<file path="config.mk">
export PLATFORM = sky130hd
export DESIGN_NAME = c_subset_char_tokenizer_core
export DESIGN_NICKNAME = d
export VERILOG_FILES = /design/src/rtl/cct_pkg.sv /design/src/rtl/cct_front.sv /design/src/rtl/cct_back.sv /design/src/rtl/c_subset_char_tokenizer_core.sv
export SDC_FILE = /design/constraint.sdc
export NUM_CORES = 1
export LEC_CHECK = 0
export BUFFER_PORTS_ARGS = -buffer_cell sky130_fd_sc_hd__buf_2
export CAP_MARGIN = 20
export CORE_MARGIN = 2
export CORE_UTILIZATION = 42
export CTS_CLUSTER_DIAMETER = 80
export DETAILED_ROUTE_END_ITERATION = 6
export PLACE_DENSITY = 0.67
export SLEW_MARGIN = 20
export SYNTH_ARGS = -nofsm -noshare
export SYNTH_HDL_FRONTEND = slang
export SYNTH_SLANG_ARGS = --single-unit
</file>
<file path="constraint.sdc">
create_clock -name clk -period 4.65 [get_ports clk]
set_input_delay 0.465 -clock clk [delete_from_list [all_inputs] [get_ports clk]]
set_output_delay 0.465 -clock clk [all_outputs]
set_load 0.01 [all_outputs]
</file>
<file path="src/rtl/cct_pkg.sv">
package cct_pkg;

    localparam int POSITION_BITS = 32;
    localparam int LENGTH_BITS   = 16;
    localparam int KEYWORD_CHARS = 8;
    localparam int KIND_BITS     = 5;
    localparam int MODE_BITS     = 4;
    localparam int WINDOW_BITS   = 8 * KEYWORD_CHARS;
    localparam int KW_IDX_BITS   = $clog2(KEYWORD_CHARS);

    localparam logic [KIND_BITS-1:0] K_IDENT   = 5'd0;
    localparam logic [KIND_BITS-1:0] K_KEYWORD = 5'd1;
    localparam logic [KIND_BITS-1:0] K_INTEGER = 5'd2;
    localparam logic [KIND_BITS-1:0] K_DOUBLE  = 5'd3;
    localparam logic [KIND_BITS-1:0] K_FLOAT   = 5'd4;
    localparam logic [KIND_BITS-1:0] K_STRING  = 5'd5;
    localparam logic [KIND_BITS-1:0] K_INVALID = 5'd6;
    localparam logic [KIND_BITS-1:0] K_PUNCT0  = 5'd7;

    localparam logic [MODE_BITS-1:0] M_IDLE    = 4'd0;
    localparam logic [MODE_BITS-1:0] M_IDENT   = 4'd1;
    localparam logic [MODE_BITS-1:0] M_INT     = 4'd2;
    localparam logic [MODE_BITS-1:0] M_FRAC    = 4'd3;
    localparam logic [MODE_BITS-1:0] M_EXPSIGN = 4'd4;
    localparam logic [MODE_BITS-1:0] M_EXP     = 4'd5;
    localparam logic [MODE_BITS-1:0] M_STRING  = 4'd6;
    localparam logic [MODE_BITS-1:0] M_ESCAPE  = 4'd7;
    localparam logic [MODE_BITS-1:0] M_INVALID = 4'd8;

    localparam int QUEUE_DEPTH = 2;
    localparam int QUEUE_BITS  = $clog2(QUEUE_DEPTH);
    localparam logic [QUEUE_BITS:0] QUEUE_FULL = (QUEUE_BITS+1)'(QUEUE_DEPTH);

    typedef struct packed {
        logic [7:0] text_char;
        logic       end_of_text;
    } in_item_t;

    typedef struct packed {
        logic [KIND_BITS-1:0]     token_kind;
        logic [POSITION_BITS-1:0] token_start;
        logic [LENGTH_BITS-1:0]   token_len;
        logic                     last_in_run;
    } out_item_t;

    // What the front end decided for one character.
    typedef struct packed {
        logic [7:0] ch;
        logic       eot;
        logic       is_space;
        logic       is_digit;
        logic       is_alpha;
        logic       is_word;
        logic       is_punct;
        logic [3:0] punct_idx;
    } class_t;

    function automatic logic is_space_f(input logic [7:0] c);
        return (c == 8'h20) || (c >= 8'd9 && c <= 8'd13);
    endfunction

    function automatic logic is_digit_f(input logic [7:0] c);
        return (c >= 8'h30) && (c <= 8'h39);
    endfunction

    function automatic logic is_alpha_f(input logic [7:0] c);
        return (c >= 8'h61 && c <= 8'h7a) || (c >= 8'h41 && c <= 8'h5a);
    endfunction

    function automatic logic [4:0] punct_f(input logic [7:0] c);
        logic [4:0] r;
        begin
            case (c)
                8'h2b: r = 5'h10;
                8'h2d: r = 5'h11;
                8'h2a: r = 5'h12;
                8'h2f: r = 5'h13;
                8'h28: r = 5'h14;
                8'h29: r = 5'h15;
                8'h7b: r = 5'h16;
                8'h7d: r = 5'h17;
                8'h3c: r = 5'h18;
                8'h3e: r = 5'h19;
                8'h5b: r = 5'h1a;
                8'h5d: r = 5'h1b;
                8'h2c: r = 5'h1c;
                8'h3b: r = 5'h1d;
                default: r = 5'h00;
            endcase
            return r;
        end
    endfunction

    function automatic logic [WINDOW_BITS-1:0] kw_f(input string s);
        logic [WINDOW_BITS-1:0] w;
        begin
            w = '0;
            for (int i = 0; i < s.len(); i++)
            begin
                w[8*i +: 8] = s[i];
            end
            return w;
        end
    endfunction

    function automatic logic is_keyword_f(input logic [WINDOW_BITS-1:0] w);
        logic k;
        begin
            k = (w == kw_f("char"))   || (w == kw_f("int"))    || (w == kw_f("double"))
             || (w == kw_f("float"))  || (w == kw_f("struct")) || (w == kw_f("enum"))
             || (w == kw_f("void"))   || (w == kw_f("short"))  || (w == kw_f("long"))
             || (w == kw_f("const"))  || (w == kw_f("static")) || (w == kw_f("if"))
             || (w == kw_f("else"))   || (w == kw_f("for"))    || (w == kw_f("while"))
             || (w == kw_f("break"))  || (w == kw_f("continue")) || (w == kw_f("return"));
            return k;
        end
    endfunction

endpackage

</file>
<file path="src/rtl/cct_front.sv">
module cct_front (
    input  logic              clk,
    input  logic              rst_n,
    input  logic              valid,
    output logic              stall,
    input  cct_pkg::in_item_t in_item,
    output logic              q_valid,
    input  logic              q_stall,
    output cct_pkg::class_t   q_item
);

    cct_pkg::class_t cls;
    cct_pkg::class_t slot_reg [cct_pkg::QUEUE_DEPTH];
    logic [cct_pkg::QUEUE_BITS:0]   count_reg;
    logic [cct_pkg::QUEUE_BITS:0]   count_next;
    logic [cct_pkg::QUEUE_BITS-1:0] rd_reg;
    logic [cct_pkg::QUEUE_BITS-1:0] wr_reg;
    logic [4:0] pv;
    logic push;
    logic pop;

    always_comb
    begin
        pv = cct_pkg::punct_f(in_item.text_char);
        cls.ch        = in_item.text_char;
        cls.eot       = in_item.end_of_text;
        cls.is_space  = cct_pkg::is_space_f(in_item.text_char);
        cls.is_digit  = cct_pkg::is_digit_f(in_item.text_char);
        cls.is_alpha  = cct_pkg::is_alpha_f(in_item.text_char);
        cls.is_word   = cls.is_alpha || cls.is_digit || (in_item.text_char == 8'h5f);
        cls.is_punct  = pv[4];
        cls.punct_idx = pv[3:0];
    end

    assign stall   = (count_reg == cct_pkg::QUEUE_FULL);
    assign push    = valid && !stall;
    assign q_valid = (count_reg != '0);
    assign pop     = q_valid && !q_stall;
    assign q_item  = slot_reg[rd_reg];
    assign count_next = count_reg + {{cct_pkg::QUEUE_BITS{1'b0}}, push}
                                  - {{cct_pkg::QUEUE_BITS{1'b0}}, pop};

    always_ff @(posedge clk)
    begin
        if (push)
        begin
            slot_reg[wr_reg] <= cls;
        end
    end

    always_ff @(posedge clk or negedge rst_n)
    begin
        if (!rst_n)
        begin
            count_reg <= '0;
            rd_reg    <= '0;
            wr_reg    <= '0;
        end
        else
        begin
            count_reg <= count_next;
            if (push)
            begin
                wr_reg <= wr_reg + 1'b1;
            end
            if (pop)
            begin
                rd_reg <= rd_reg + 1'b1;
            end
        end
    end

    assert property (@(posedge clk) disable iff (!rst_n) count_reg <= cct_pkg::QUEUE_FULL)
        else $error("Queue count out of range.");
    assert property (@(posedge clk) disable iff (!rst_n) (push && !pop) |=> count_reg != '0)
        else $error("Queue lost a request.");
    assert property (@(posedge clk) disable iff (!rst_n)
        (count_reg == '0) |-> (rd_reg == wr_reg))
        else $error("Empty queue with pointers apart.");

endmodule

</file>
<file path="src/rtl/cct_back.sv">
module cct_back (
    input  logic               clk,
    input  logic               rst_n,
    input  logic               q_valid,
    output logic               q_stall,
    input  cct_pkg::class_t    q_item,
    output logic               valid,
    input  logic               stall,
    output cct_pkg::out_item_t out_item
);

    logic [cct_pkg::MODE_BITS-1:0]     mode_reg, mode_next;
    logic [cct_pkg::POSITION_BITS-1:0] pos_reg, pos_next;
    logic [cct_pkg::POSITION_BITS-1:0] start_reg, start_next;
    logic [cct_pkg::LENGTH_BITS-1:0]   len_reg, len_next;
    logic [cct_pkg::WINDOW_BITS-1:0]   win_reg, win_next;
    logic                              dig_reg, dig_next;

    // Result one goes out first; a second result waits in the pending slot.
    logic              out_valid_reg, pend_valid_reg;
    cct_pkg::out_item_t out_reg, pend_reg;

    logic               n1, n2;
    cct_pkg::out_item_t r1, r2;
    logic               take;
    logic               can_take;
    logic               absorbed;
    logic               emit_pend;
    logic [cct_pkg::KIND_BITS-1:0] emit_kind;
    logic [cct_pkg::KIND_BITS-1:0] pend_kind;
    logic [cct_pkg::LENGTH_BITS-1:0] len_sat;
    logic                          kw_slot;
    logic [cct_pkg::MODE_BITS-1:0] m;
    logic [7:0]                    c;
    logic                          out_free;

    assign out_free = !out_valid_reg || !stall;
    assign can_take = out_free && !pend_valid_reg;
    assign take     = q_valid && can_take;
    assign q_stall  = !can_take;

    always_comb
    begin
        m = (mode_reg > cct_pkg::M_INVALID) ? cct_pkg::M_IDLE : mode_reg;
        c = q_item.ch;
        if (len_reg < cct_pkg::LENGTH_BITS'(cct_pkg::KEYWORD_CHARS + 1))
        begin
            pend_kind = cct_pkg::is_keyword_f(win_reg) ? cct_pkg::K_KEYWORD
                                                       : cct_pkg::K_IDENT;
        end
        else
        begin
            pend_kind = cct_pkg::K_IDENT;
        end
        case (m)
            cct_pkg::M_IDENT: ;
            cct_pkg::M_INT:   pend_kind = cct_pkg::K_INTEGER;
            cct_pkg::M_FRAC,
            cct_pkg::M_EXP:   pend_kind = dig_reg ? cct_pkg::K_DOUBLE : cct_pkg::K_INVALID;
            default:          pend_kind = cct_pkg::K_INVALID;
        endcase
    end

    always_comb
    begin
        mode_next  = m;
        pos_next   = pos_reg;
        start_next = start_reg;
        len_next   = len_reg;
        win_next   = win_reg;
        dig_next   = dig_reg;
        n1 = 1'b0;
        n2 = 1'b0;
        r1 = '0;
        r2 = '0;
        absorbed  = 1'b0;
        emit_pend = 1'b0;
        emit_kind = pend_kind;
        kw_slot   = (len_reg < cct_pkg::LENGTH_BITS'(cct_pkg::KEYWORD_CHARS));
        len_sat   = (len_reg == '1) ? len_reg : len_reg + 1'b1;

        if (q_item.eot)
        begin
            if (m != cct_pkg::M_IDLE)
            begin
                n1 = 1'b1;
                r1.token_kind  = pend_kind;
                r1.token_start = start_reg;
                r1.token_len   = len_reg;
            end
            mode_next  = cct_pkg::M_IDLE;
            pos_next   = '0;
            start_next = '0;
            len_next   = '0;
            win_next   = '0;
            dig_next   = 1'b0;
        end
        else
        begin
            pos_next = pos_reg + 1'b1;
            case (m)
                cct_pkg::M_IDENT:
                begin
                    absorbed = q_item.is_word;
                    emit_pend = !q_item.is_word;
                end
                cct_pkg::M_INT:
                begin
                    absorbed = q_item.is_digit || c == 8'h2e || c == 8'h65;
                    emit_pend = !absorbed;
                    if (c == 8'h2e)
                    begin
                        mode_next = cct_pkg::M_FRAC;
                        dig_next  = 1'b0;
                    end
                    else if (c == 8'h65)
                    begin
                        mode_next = cct_pkg::M_EXPSIGN;
                        dig_next  = 1'b0;
                    end
                end
                cct_pkg::M_FRAC,
                cct_pkg::M_EXP:
                begin
                    if (q_item.is_digit)
                    begin
                        absorbed = 1'b1;
                        dig_next = 1'b1;
                    end
                    else if (!dig_reg || (m == cct_pkg::M_FRAC && c == 8'h2e))
                    begin
                        if (q_item.is_space)
                        begin
                            emit_pend = 1'b1;
                            emit_kind = cct_pkg::K_INVALID;
                            absorbed  = 1'b1;
                            mode_next = cct_pkg::M_IDLE;
                        end
                        else
                        begin
                            absorbed  = 1'b1;
                            mode_next = cct_pkg::M_INVALID;
                        end
                    end
                    else if (m == cct_pkg::M_FRAC && c == 8'h65)
                    begin
                        absorbed  = 1'b1;
                        mode_next = cct_pkg::M_EXPSIGN;
                        dig_next  = 1'b0;
                    end
                    else if (c == 8'h66)
                    begin
                        absorbed  = 1'b1;
                        emit_pend = 1'b1;
                        emit_kind = cct_pkg::K_FLOAT;
                        mode_next = cct_pkg::M_IDLE;
                    end
                    else
                    begin
                        emit_pend = 1'b1;
                    end
                end
                cct_pkg::M_EXPSIGN:
                begin
                    absorbed = 1'b1;
                    if (c == 8'h2b || c == 8'h2d)
                    begin
                        mode_next = cct_pkg::M_EXP;
                        dig_next  = 1'b0;
                    end
                    else if (q_item.is_digit)
                    begin
                        mode_next = cct_pkg::M_EXP;
                        dig_next  = 1'b1;
                    end
                    else if (q_item.is_space)
                    begin
                        emit_pend = 1'b1;
                        emit_kind = cct_pkg::K_INVALID;
                        mode_next = cct_pkg::M_IDLE;
                    end
                    else
                    begin
                        mode_next = cct_pkg::M_INVALID;
                    end
                end
                cct_pkg::M_STRING:
                begin
                    absorbed = 1'b1;
                    if (c == 8'h22)
                    begin
                        emit_pend = 1'b1;
                        emit_kind = cct_pkg::K_STRING;
                        mode_next = cct_pkg::M_IDLE;
                    end
                    else if (c == 8'h5c)
                    begin
                        mode_next = cct_pkg::M_ESCAPE;
                    end
                end
                cct_pkg::M_ESCAPE:
                begin
                    absorbed  = 1'b1;
                    mode_next = cct_pkg::M_STRING;
                end
                cct_pkg::M_INVALID:
                begin
                    absorbed  = !q_item.is_space;
                    emit_pend = q_item.is_space;
                end
                default: ;
            endcase

            // A character taken into the token extends it, even when it ends it.
            if (absorbed && !(emit_pend && q_item.is_space && emit_kind == cct_pkg::K_INVALID
                && m != cct_pkg::M_INVALID))
            begin
                if (kw_slot)
                begin
                    win_next[{len_reg[cct_pkg::KW_IDX_BITS-1:0], 3'b000} +: 8] = c;
                end
                len_next = len_sat;
            end
            if (emit_pend)
            begin
                n1 = 1'b1;
                r1.token_kind  = emit_kind;
                r1.token_start = start_reg;
                r1.token_len   = len_next;
                if (!absorbed || q_item.is_space)
                begin
                    mode_next = cct_pkg::M_IDLE;
                end
            end

            if (!absorbed)
            begin
                mode_next = cct_pkg::M_IDLE;
                if (!q_item.is_space)
                begin
                    if (q_item.is_punct)
                    begin
                        n2 = 1'b1;
                        r2.token_kind  = cct_pkg::K_PUNCT0
                                         + cct_pkg::KIND_BITS'(q_item.punct_idx);
                        r2.token_start = pos_reg;
                        r2.token_len   = cct_pkg::LENGTH_BITS'(1);
                    end
                    else
                    begin
                        start_next = pos_reg;
                        len_next   = cct_pkg::LENGTH_BITS'(1);
                        win_next   = '0;
                        win_next[7:0] = c;
                        dig_next   = 1'b0;
                        if (c == 8'h22)
                        begin
                            mode_next = cct_pkg::M_STRING;
                        end
                        else if (q_item.is_alpha || c == 8'h5f)
                        begin
                            mode_next = cct_pkg::M_IDENT;
                        end
                        else if (q_item.is_digit)
                        begin
                            mode_next = cct_pkg::M_INT;
                        end
                        else
                        begin
                            mode_next = cct_pkg::M_INVALID;
                        end
                    end
                end
            end
        end

        if (n1 && n2)
        begin
            r2.last_in_run = 1'b1;
        end
        else if (n1)
        begin
            r1.last_in_run = 1'b1;
        end
        else
        begin
            r2.last_in_run = 1'b1;
        end
    end

    assign valid    = out_valid_reg;
    assign out_item = out_reg;

    always_ff @(posedge clk)
    begin
        if (take && (n1 || n2))
        begin
            out_reg <= n1 ? r1 : r2;
        end
        else if (pend_valid_reg && out_free)
        begin
            out_reg <= pend_reg;
        end
        if (take && n1 && n2)
        begin
            pend_reg <= r2;
        end
    end

    always_ff @(posedge clk or negedge rst_n)
    begin
        if (!rst_n)
        begin
            out_valid_reg  <= 1'b0;
            pend_valid_reg <= 1'b0;
            mode_reg  <= cct_pkg::M_IDLE;
            pos_reg   <= '0;
            start_reg <= '0;
            len_reg   <= '0;
            win_reg   <= '0;
            dig_reg   <= 1'b0;
        end
        else
        begin
            if (take)
            begin
                mode_reg  <= mode_next;
                pos_reg   <= pos_next;
                start_reg <= start_next;
                len_reg   <= len_next;
                win_reg   <= win_next;
                dig_reg   <= dig_next;
                out_valid_reg  <= n1 || n2 || (out_valid_reg && stall);
                pend_valid_reg <= n1 && n2;
            end
            else if (out_free)
            begin
                out_valid_reg  <= pend_valid_reg;
                pend_valid_reg <= 1'b0;
            end
        end
    end

    assert property (@(posedge clk) disable iff (!rst_n) pend_valid_reg |-> out_valid_reg)
        else $error("Second result pending with no first result shown.");
    assert property (@(posedge clk) disable iff (!rst_n) mode_reg <= cct_pkg::M_INVALID)
        else $error("Scan mode out of range.");
    assert property (@(posedge clk) disable iff (!rst_n)
        (pend_valid_reg && out_free) |=> (out_valid_reg && !pend_valid_reg))
        else $error("Second result not moved forward.");

endmodule

</file>
<file path="src/rtl/c_subset_char_tokenizer_core.sv">
// Character tokeniser for a small subset of C. One character request is taken each cycle
// while the queue has room. A character that both closes a token and is a punctuator
// yields two results; the back end takes no more until the second leaves the pending slot.
// A two-entry queue sits between the classifying front end and the scanning back end.
module c_subset_char_tokenizer_core (
    input  logic               clk,
    input  logic               rst_n,
    input  logic               in_valid,
    output logic               in_stall,
    input  cct_pkg::in_item_t  in_data,
    output logic               out_valid,
    input  logic               out_stall,
    output cct_pkg::out_item_t out_data
);

    logic            q_valid;
    logic            q_stall;
    cct_pkg::class_t q_item;

    cct_front u_front (
        .clk     (clk),
        .rst_n   (rst_n),
        .valid   (in_valid),
        .stall   (in_stall),
        .in_item (in_data),
        .q_valid (q_valid),
        .q_stall (q_stall),
        .q_item  (q_item)
    );

    cct_back u_back (
        .clk      (clk),
        .rst_n    (rst_n),
        .q_valid  (q_valid),
        .q_stall  (q_stall),
        .q_item   (q_item),
        .valid    (out_valid),
        .stall    (out_stall),
        .out_item (out_data)
    );

endmodule
</file>
==> impl_metrics.py, run 1 <==
metrics = {
    "final_layout": {
        "most-common-layout-cells": "155 x dfrtp_1, 129 x edfxtp_1, 97 x inv_1",
        "seqCellArea_um2": 7750,
        "fin_util": 0.478,
        "instances_no_fill": 1993,
        "multi_input_area_um2": 6750,
        "fillers": 3231,
        "final_nets": 1531,
        "area_growth_pct": 11.5,
        "drive_gt1_frac": 0.136,
        "largest_reg_flops": 64,
        "mostFrequentLayoutCell": "dfrtp_1",
        "insertedDiodeCount": 0,
    },
    "clocking": {
        "clock_latency_ns": 0.58,
        "clockBufferDepth": 3,
        "tritoncts": "built",
        "cts.root.buffer_cell": "clkbuf_16",
        "cts_buffers": 30,
        "clock-sinks": 284,
        "post_cts_buffers": 0,
        "htree_levels": 1,
        "clkTransAtPathRegs_ns": 0.06,
    },
    "drt": {
        "vias_per_cell": 6.06,
        "dr.pass1.iters": 6,
        "drt_iter0_drc": 1236,
        "vias": 12086,
        "drc": 0,
        "wirelength_um": 40600,
        "wl_per_cell_um": 20.4,
        "ant_nets": 0,
    },
    "critical_path": {
        "slowest_delay_ns": 0.66,
        "path_delay_family": "compound AO/OA/AOI/OAI gates",
        "cp-end-kind": "flip-flop",
        "arrival_ns": 4.27,
        "critPathKind": "flip-flop to flip-flop",
        "crit_chain": "buf_4 > nor3b_1 > a2bb2oi_4 > nand3_2 > maj3_2 > o311ai_4 > or2_1 > buf_4 > nand4_1 > o22ai_1",
        "rrSetupSlack_ns": 0.86,
        "crit_top_cell": "buf_4",
        "cp_max_fo": 20,
        "reg2reg_to": "u_back.win_reg[30]",
        "r2r-start": "u_front.rd_reg",
        "worst-path-buf-inv": 2,
        "cp_slowest_cell": "o311ai_4",
        "ff2ff_path_depth": 10,
        "start_kind": "flip-flop",
        "required_ns": 5.13,
    },
    "sta": {
        "fin_crit_ns": 3.79,
        "setup_violations": 0,
        "period_share": 0.815,
        "fmax_mhz": 264,
        "final-max-slew-violation-count": 0,
        "relSlewSlack": 0.273,
        "setup_tns_ns": 0,
        "timing.hold.ws_ns": 0.118,
        "hold_viol_final": 0,
        "clock_skew_ns": 0.0144,
        "worst_pin_slew_ns": 1.08,
        "rsz0062_at_grt": "no",
    },
    "yosys": {
        "synth_seq_cells": 284,
        "synthArstFlopShare": 0.546,
        "synth-main-ff-cell": "dfrtp_1",
        "synth_cell_types": 100,
        "yosysWarnings": 0,
        "avgSynthCellArea_um2": 10.4,
        "synth_nets": 1487,
        "syn_inst": 1464,
        "synth_edf_count": 129,
        "netlist_area_um2": 15300,
        "synth_seq_area_share": 0.508,
    },
    "placement": {
        "gp_congestion": 0.936,
        "port_buffers": 68,
        "dp_cells": 1936,
        "place_hpwl_um": 28100,
    },
    "floorplan": {
        "die_y_um": 195,
        "boundaryPins": 69,
        "die_w_um": 195,
        "core_area_um2": 35700,
        "initial_core_util": 0.428,
        "rows": 69,
        "die-area_um2": 37900,
    },
    "global_route": {
        "grt_max_degree": 81,
        "grt_pass1_wl_um": 64800,
        "grt_pass1_vias": 11737,
        "grt_overflow": 0,
        "track_usage": 0.211,
        "antenna_found_initial": 0,
    },
    "run": {
        "max-cap-violations": 0,
    },
    "power": {
        "power.internal_w": 0.00566,
        "pwr-share-clk": 0.242,
        "power_density_nw_per_um2": 569,
        "power_switching_w": 0.00403,
        "power_w": 0.00969,
        "leakagePower_nw": 6.57,
        "max-vdd-ir-drop_v": 0.000403,
        "swShare": 0.416,
        "p_comb_frac": 0.404,
        "pwr-share-seq": 0.354,
    },
    "worst_hold_path": {
        "hold_path.startpoint": "in_data[0]",
        "hold_class": "primary input to flip-flop",
        "whs_endpoint": "u_front.slot_reg[0][9]",
        "hold_depth": 1,
    },
    "outcome": {
        "status": "completed",
    },
}
-- power groups by stage --
| stage | clock network [W] | logic [W] | registers, W |
|---|---|---|---|
| floorplan | 0 | 0.00251 | 0.00356 |
| global placement | 0 | 0.00384 | 0.00346 |
| detailed placement | 0 | 0.00389 | 0.00348 |
| CTS | 0.00240 | 0.00391 | 0.00343 |
| global route | 0.00250 | 0.00419 | 0.00347 |
| finish | 0.00235 | 0.00391 | 0.00343 |
-- routing by layer --
layer / track usage / wire, µm / up-vias
met5: 0 / 0 / -
met4: 0.0558 / 798 / 0
met3: 0.0255 / 2220 / 58
met2: 0.340 / 18600 / 408
met1: 0.304 / 19000 / 5966
li1: - / - / 5654
-- what timing repair did --
| action | CTS | global route |
|---|---|---|
| hold buffers | 1 | 0 |
| hold endpoints to repair | 78 | 0 |
| gates resized for setup | 0 | 0 |
-- metrics by stage --
stage               cell area [µm²]  setup WS (ns)
global placement              16000           1.06
floorplan                     15300          0.483
detailed placement            16000          0.966
global route                  17000          0.698
CTS                           17000          0.903
finish                        17000          0.859
-- final cells by class --
cell class	instances	area share
clock buffers	40	0.0493
clock inverters	16	0.00808
flip-flops and latches	284	0.455
repair buffers	100	0.0353
well taps	461	0.0339
multi-input cells	993	0.396
inverters	99	0.0218
-- worst max-delay path by stage --
stage              startpoint                  to  depth (start not counted)
2_1_floorplan  u_front.rd_reg  u_back.pend_reg[0]                         11
3_3_place_gp   u_front.rd_reg  u_back.out_item[3]                         10
3_5_place_dp   u_front.rd_reg  u_back.win_reg[11]                         10
4_1_cts        u_front.rd_reg  u_back.win_reg[11]                         10
5_1_grt        u_front.rd_reg  u_back.win_reg[30]                         10
6_report       u_front.rd_reg  u_back.win_reg[30]                         10
-- cells in the mapped netlist, drive strengths merged (10+ instances only) --
| library cell | number | area, µm² |
|---|---|---|
| dfrtp | 155 | 3880 |
| edfxtp | 129 | 3870 |
| o21ai | 104 | 521 |
| inv | 97 | 364 |
| nor2 | 87 | 337 |
| nand2 | 78 | 293 |
| nand3 | 62 | 315 |
| nor3 | 58 | 323 |
| clkbuf | 52 | 195 |
| o22ai | 51 | 319 |
| a22o | 48 | 420 |
| mux2i | 47 | 470 |
| nand4 | 42 | 323 |
| a21oi | 40 | 234 |
| buf | 36 | 230 |
| and3 | 32 | 200 |
| xnor2 | 32 | 280 |
| nor4 | 29 | 181 |
| a31oi | 21 | 144 |
| o211ai | 20 | 183 |
| nor2b | 17 | 106 |
| or4 | 12 | 90.1 |
| and2 | 11 | 68.8 |
| ha | 10 | 125 |
| nand2b | 10 | 62.6 |
| o31ai | 10 | 75.1 |
| or2 | 10 | 62.6 |
-- logic make-up after synthesis --
logic type / after synthesis / synth area share
flip-flops: 284 / 0.508
multiplexers: 55 / 0.0370
AND/OR/NAND/NOR: 507 / 0.190
buffers and inverters: 187 / 0.0522
AO/OA/AOI/OAI: 384 / 0.184
adder cells (fa/ha/maj): 11 / 0.00893
XOR/XNOR: 36 / 0.0207
Power figures use the tool's default switching activity.
==> inputs of run 2 (changes only) <==
- clock period: 4.65 -> 3.7 ns (I/O delays scaled with it)
==> impl_metrics.py, run 2 (same netlist as run 1, synthesis figures left out) <==
metrics = {
    "drt": {
        "vias": 12225,
        "wirelength_um": 40800,
        "wl_per_cell_um": 20.2,
        "drc": 0,
        "ant_nets": 0,
        "vias_per_cell": 6.05,
        "dr.pass1.iters": 6,
        "drt_iter0_drc": 1279,
    },
    "placement": {
        "port_buffers": 68,
        "gp_congestion": 0.981,
        "postPlaceCellArea_um2": 16200,
        "place_hpwl_um": 28400,
    },
    "critical_path": {
        "required_ns": 4.07,
        "cp_slowest_cell": "a211oi_4",
        "crit_top_cell": "buf_4",
        "arrival_ns": 3.77,
        "critPathKind": "flip-flop to flip-flop",
        "cp_max_fo": 24,
        "crit_chain": "buf_4 > mux2i_1 > a21boi_2 > o2bb2ai_4 > a2111oi_4 > o211a_2 > buf_4 > a211oi_4 > buf_4 > o21ai_0 > o21ai_0",
        "worst-path-buf-inv": 3,
        "slowest_delay_ns": 0.55,
        "start_kind": "flip-flop",
        "path_delay_family": "compound AO/OA/AOI/OAI gates",
        "cp-end-kind": "flip-flop",
    },
    "sta": {
        "setup_violations": 0,
        "period_share": 0.922,
        "fmax_mhz": 293,
        "setup_tns_ns": 0,
        "hold_viol_final": 0,
        "relSlewSlack": 0.472,
        "clock_skew_ns": 0.0296,
        "rsz0062_at_grt": "no",
        "final-max-slew-violation-count": 0,
        "fin_crit_ns": 3.41,
        "worst_pin_slew_ns": 0.792,
    },
    "floorplan": {
        "die_w_um": 195,
        "rows": 69,
        "boundaryPins": 69,
        "initial_core_util": 0.428,
        "die_y_um": 195,
        "core_area_um2": 35700,
        "die-area_um2": 37900,
    },
    "final_layout": {
        "area_growth_pct": 13.8,
        "mostFrequentLayoutCell": "dfrtp_1",
        "most-common-layout-cells": "154 x dfrtp_1, 129 x edfxtp_1, 97 x inv_1",
        "insertedDiodeCount": 0,
        "fin_util": 0.487,
        "postLayoutCellArea_um2": 17400,
        "final_nets": 1558,
        "largest_reg_flops": 64,
        "multi_input_area_um2": 6750,
        "seqCellArea_um2": 7750,
        "drive_gt1_frac": 0.155,
        "fillers": 3204,
    },
    "global_route": {
        "grt_overflow": 0,
        "grt_pass1_wl_um": 65000,
        "grt_pass1_vias": 11694,
        "antenna_found_initial": 0,
        "track_usage": 0.213,
        "grt_max_degree": 77,
    },
    "power": {
        "max-vdd-ir-drop_v": 0.000637,
        "power_density_nw_per_um2": 724,
        "leakagePower_nw": 6.76,
    },
    "clocking": {
        "clock_latency_ns": 0.59,
        "cts.root.buffer_cell": "clkbuf_16",
        "cts_buffers": 30,
        "clock-sinks": 284,
        "htree_levels": 1,
        "clkTransAtPathRegs_ns": 0.06,
        "clockBufferDepth": 3,
        "tritoncts": "built",
    },
    "run": {
        "max-cap-violations": 0,
    },
    "outcome": {
        "status": "completed",
    },
    "worst_hold_path": {
        "hold_class": "primary input to flip-flop",
    },
}
## run 2: routing by layer
| metal | GRT usage | routed length (µm) | vias to the layer above | share of wire |
|---|---|---|---|---|
| li1 | - | - | 5702 | - |
| met3 | 0.0283 | 2490 | 96 | 0.061 |
| met4 | 0.0781 | 1310 | 0 | 0.032 |
| met1 | 0.304 | 18600 | 5973 | 0.46 |
| met5 | 0 | 0 | - | 0 |
| met2 | 0.332 | 18400 | 454 | 0.45 |
## run 2: final timing paths
path                               startpoint                       to  slack [ns]  cells after the start
setup / recovery               u_front.rd_reg      u_back.out_item[19]        0.29                     11
hold / removal                     in_data[5]  u_front.slot_reg[1][14]        0.05                      1
setup reg to reg               u_front.rd_reg      u_back.out_item[19]        0.29                     11
hold reg to reg            u_back.pos_reg[14]     u_back.start_reg[14]        0.49                      1
max in group asynchronous               rst_n       u_back.pos_reg[11]        2.36                      3
min in group asynchronous               rst_n       u_back.win_reg[30]        0.42                      2
## run 2: timing repair
item	in CTS	in global routing
buffers inserted	0	1
resized for setup	0	2
setup endpoints to repair	0	40
endpoints found under the hold margin	76	0
hold buffers	2	0
## run 2: per-stage QoR
stage	power [W]	std cells	hold slack (ns)	worst slack (ns)
floorplan	0.00762	1464	0.0744	0.122
global placement	0.00934	1961	0.455	0.198
detailed placement	0.00940	1961	0.463	0.181
CTS	0.0126	2019	0.0229	0.154
global route	0.0132	2020	0.0438	0.0752
finish	0.0126	2020	0.0488	0.290
## run 2: final cells by class
type / instances / area share
multi-input combinational: 993 / 0.388
clock buffer: 40 / 0.0519
clock inverter: 16 / 0.0115
inverter: 99 / 0.0216
timing repair buffer: 127 / 0.0472
tap: 461 / 0.0332
sequential: 284 / 0.446
## run 2: power breakdown
group	internal (W)	switching [W]	leakage, nW
registers	0.00403	0.000274	3.40
clock network	0.00194	0.00129	0.529
logic	0.00152	0.00352	2.84
==> inputs of run 3 (changes only) <==
- CORE_ASPECT_RATIO: not set -> 1.1
- SYNTH_HIERARCHICAL: not set -> 1
==> impl_metrics.py, run 3 <==
metrics = {
    "power": {
        "max-vdd-ir-drop_v": 0.000466,
        "power_density_nw_per_um2": 743,
        "leakagePower_nw": 6.38,
    },
    "clocking": {
        "clock-sinks": 284,
        "cts.root.buffer_cell": "clkbuf_16",
        "clkTransAtPathRegs_ns": 0.06,
        "clockBufferDepth": 3,
        "cts_buffers": 29,
        "clock_latency_ns": 0.57,
        "htree_levels": 1,
        "tritoncts": "built",
    },
    "critical_path": {
        "critPathKind": "flip-flop to flip-flop",
        "r2r-start": "u_front/rd_reg",
        "critPathLaunch": "u_front/rd_reg",
        "arrival_ns": 4.02,
        "cp-end-kind": "flip-flop",
        "path_delay_family": "simple AND/OR/NAND/NOR gates",
        "rrSetupSlack_ns": 0.18,
        "cp_max_fo": 9,
        "crit_chain": "clkbuf_2 > mux2_4 > or4bb_1 > nor2_1 > buf_4 > o21a_1 > o21ai_2 > a31o_1 > or2_1 > nor2_2 > a22o_1",
        "cp_slowest_cell": "or4bb_1",
        "worst-path-buf-inv": 2,
        "start_kind": "flip-flop",
        "required_ns": 4.20,
        "slowest_delay_ns": 0.57,
    },
    "drt": {
        "drt_iter0_drc": 1112,
        "vias": 11263,
        "drc": 0,
        "dr.pass1.iters": 5,
        "ant_nets": 0,
        "vias_per_cell": 5.92,
        "wirelength_um": 37200,
        "wl_per_cell_um": 19.6,
    },
    "floorplan": {
        "die-area_um2": 35900,
        "die_y_um": 199,
        "boundaryPins": 69,
        "rows": 71,
        "initial_core_util": 0.425,
        "core_area_um2": 34000,
        "die_w_um": 181,
    },
    "final_layout": {
        "fin_util": 0.485,
        "area_growth_pct": 14.2,
        "postLayoutCellArea_um2": 16500,
        "largest_reg_flops": 64,
        "insertedDiodeCount": 0,
        "most-common-layout-cells": "154 x dfrtp_1, 129 x edfxtp_1, 107 x nand2_1",
        "mostFrequentLayoutCell": "dfrtp_1",
        "instances_no_fill": 1904,
        "drive_gt1_frac": 0.184,
        "fillers": 3111,
        "final_nets": 1463,
    },
    "outcome": {
        "status": "completed",
    },
    "placement": {
        "gp_congestion": 0.926,
        "place_hpwl_um": 24900,
        "dp_cells": 1843,
        "postPlaceCellArea_um2": 15400,
        "port_buffers": 68,
    },
    "global_route": {
        "track_usage": 0.206,
        "antenna_found_initial": 1,
        "grt_pass1_vias": 11001,
        "grt_pass1_wl_um": 60200,
        "grt_overflow": 0,
        "grt_max_degree": 81,
    },
    "run": {
        "max-cap-violations": 0,
    },
    "yosys": {
        "yosysWarnings": 6,
        "synth_largest_area_cell": "dfrtp_1",
        "synth-main-ff-cell": "dfrtp_1",
        "synth_area_leaders": "dfrtp_1 27%, edfxtp_1 27%, a22o_1 4.1%, nand2_1 2.8%, a21oi_1 2.5%",
        "syn_inst": 1371,
        "synth_nets": 1391,
        "avgSynthCellArea_um2": 10.5,
        "yosysMostFrequentCell": "dfrtp_1",
        "synth.top_cells.by_count": "155 x dfrtp_1, 129 x edfxtp_1, 108 x nand2_1",
        "synthArstFlopShare": 0.546,
        "synth_cell_types": 83,
        "synth_edf_count": 129,
        "synth_seq_cells": 284,
        "synth_top_cell_area_share": 0.269,
        "synth_seq_area_share": 0.537,
        "netlist_area_um2": 14400,
    },
    "sta": {
        "clock_skew_ns": 0.0145,
        "setup_tns_ns": 0,
        "final-max-slew-violation-count": 0,
        "fin_crit_ns": 3.52,
        "period_share": 0.952,
        "rsz0062_at_grt": "no",
        "fmax_mhz": 284,
        "setup_violations": 0,
        "relSlewSlack": 0.437,
        "worst_pin_slew_ns": 0.845,
        "hold_viol_final": 0,
    },
    "worst_hold_path": {
        "hold_class": "primary input to flip-flop",
        "hold_path.startpoint": "out_stall",
    },
}
-- run 3: what timing repair did --
action	4_1_cts	5_1_grt
endpoints found under the setup margin	53	106
gates resized for setup	1	11
hold endpoints to repair	79	0
buffers inserted	2	2
cloned	0	1
pin swaps	1	2
hold buffers	2	0
-- run 3: cell type report --
class	instances	area [µm²]	area share
Clock buffer	42	815	0.0494
Clock inverter	12	161	0.00978
Inverter	30	113	0.00683
Multi-Input combinational cell	969	6230	0.377
Sequential cell	284	7750	0.470
Tap cell	438	548	0.0332
Timing Repair Buffer	129	881	0.0534
-- run 3: kinds of logic after synthesis --
kind of cell               count (synthesis)  share of synthesized area
and+or+nand+nor                          554                      0.218
AOI/OAI and AO/OA                        360                      0.170
DFF                                      284                      0.537
buffers and inverters                    119                     0.0379
xor gates and xnor gates                  28                     0.0170
muxes                                     18                     0.0140
adders and majority gates                  8                    0.00676
-- run 3: worst paths after layout --
path / endpoint / depth (start not counted)
min in group asynchronous: u_back/win_reg[8] / 2
hold reg to reg: u_back/win_reg[49] / 2
max in group asynchronous: u_back/len_reg[11] / 3
hold / removal: u_back/pend_valid_reg / 2
setup reg to reg: u_back/win_reg[26] / 11
setup / recovery: u_back/win_reg[26] / 11
-- run 3: metal layers --
metal | global-route usage | vias to the layer above | wire length, µm
li1 | - | 5298 | -
met1 | 0.293 | 5534 | 16600
met2 | 0.331 | 368 | 17500
met3 | 0.0276 | 63 | 2240
met4 | 0.0636 | 0 | 816
met5 | 0 | - | 0
-- run 3: worst reg2reg max path, delay by kind of cell, from the launching register on --
kind / cells / cell delay, ns
and+or+nand+nor: 4 / 1.43
buffers and inverters: 2 / 0.36
AOI/OAI and AO/OA: 4 / 0.85
muxes: 1 / 0.39
DFF: 1 / 0.43
-- run 3: where the power goes --
part / internal, W / switching [W] / leakage, nW
Combinational: 0.00162 / 0.00332 / 2.60
Sequential: 0.00408 / 0.000259 / 3.31
Clock: 0.00175 / 0.00123 / 0.477
-- run 3: per-stage QoR --
step | hold slack (ns) | total power, W | setup slack [ns]
finish | 0.0752 | 0.0123 | 0.179
global route | 0.0646 | 0.0130 | 0.00411
CTS | 0.0539 | 0.0122 | 0.0722
detailed placement | 0.472 | 0.00923 | 0.00767
global placement | 0.463 | 0.00916 | 0.0542
floorplan | 0.0744 | 0.00757 | 0.0287
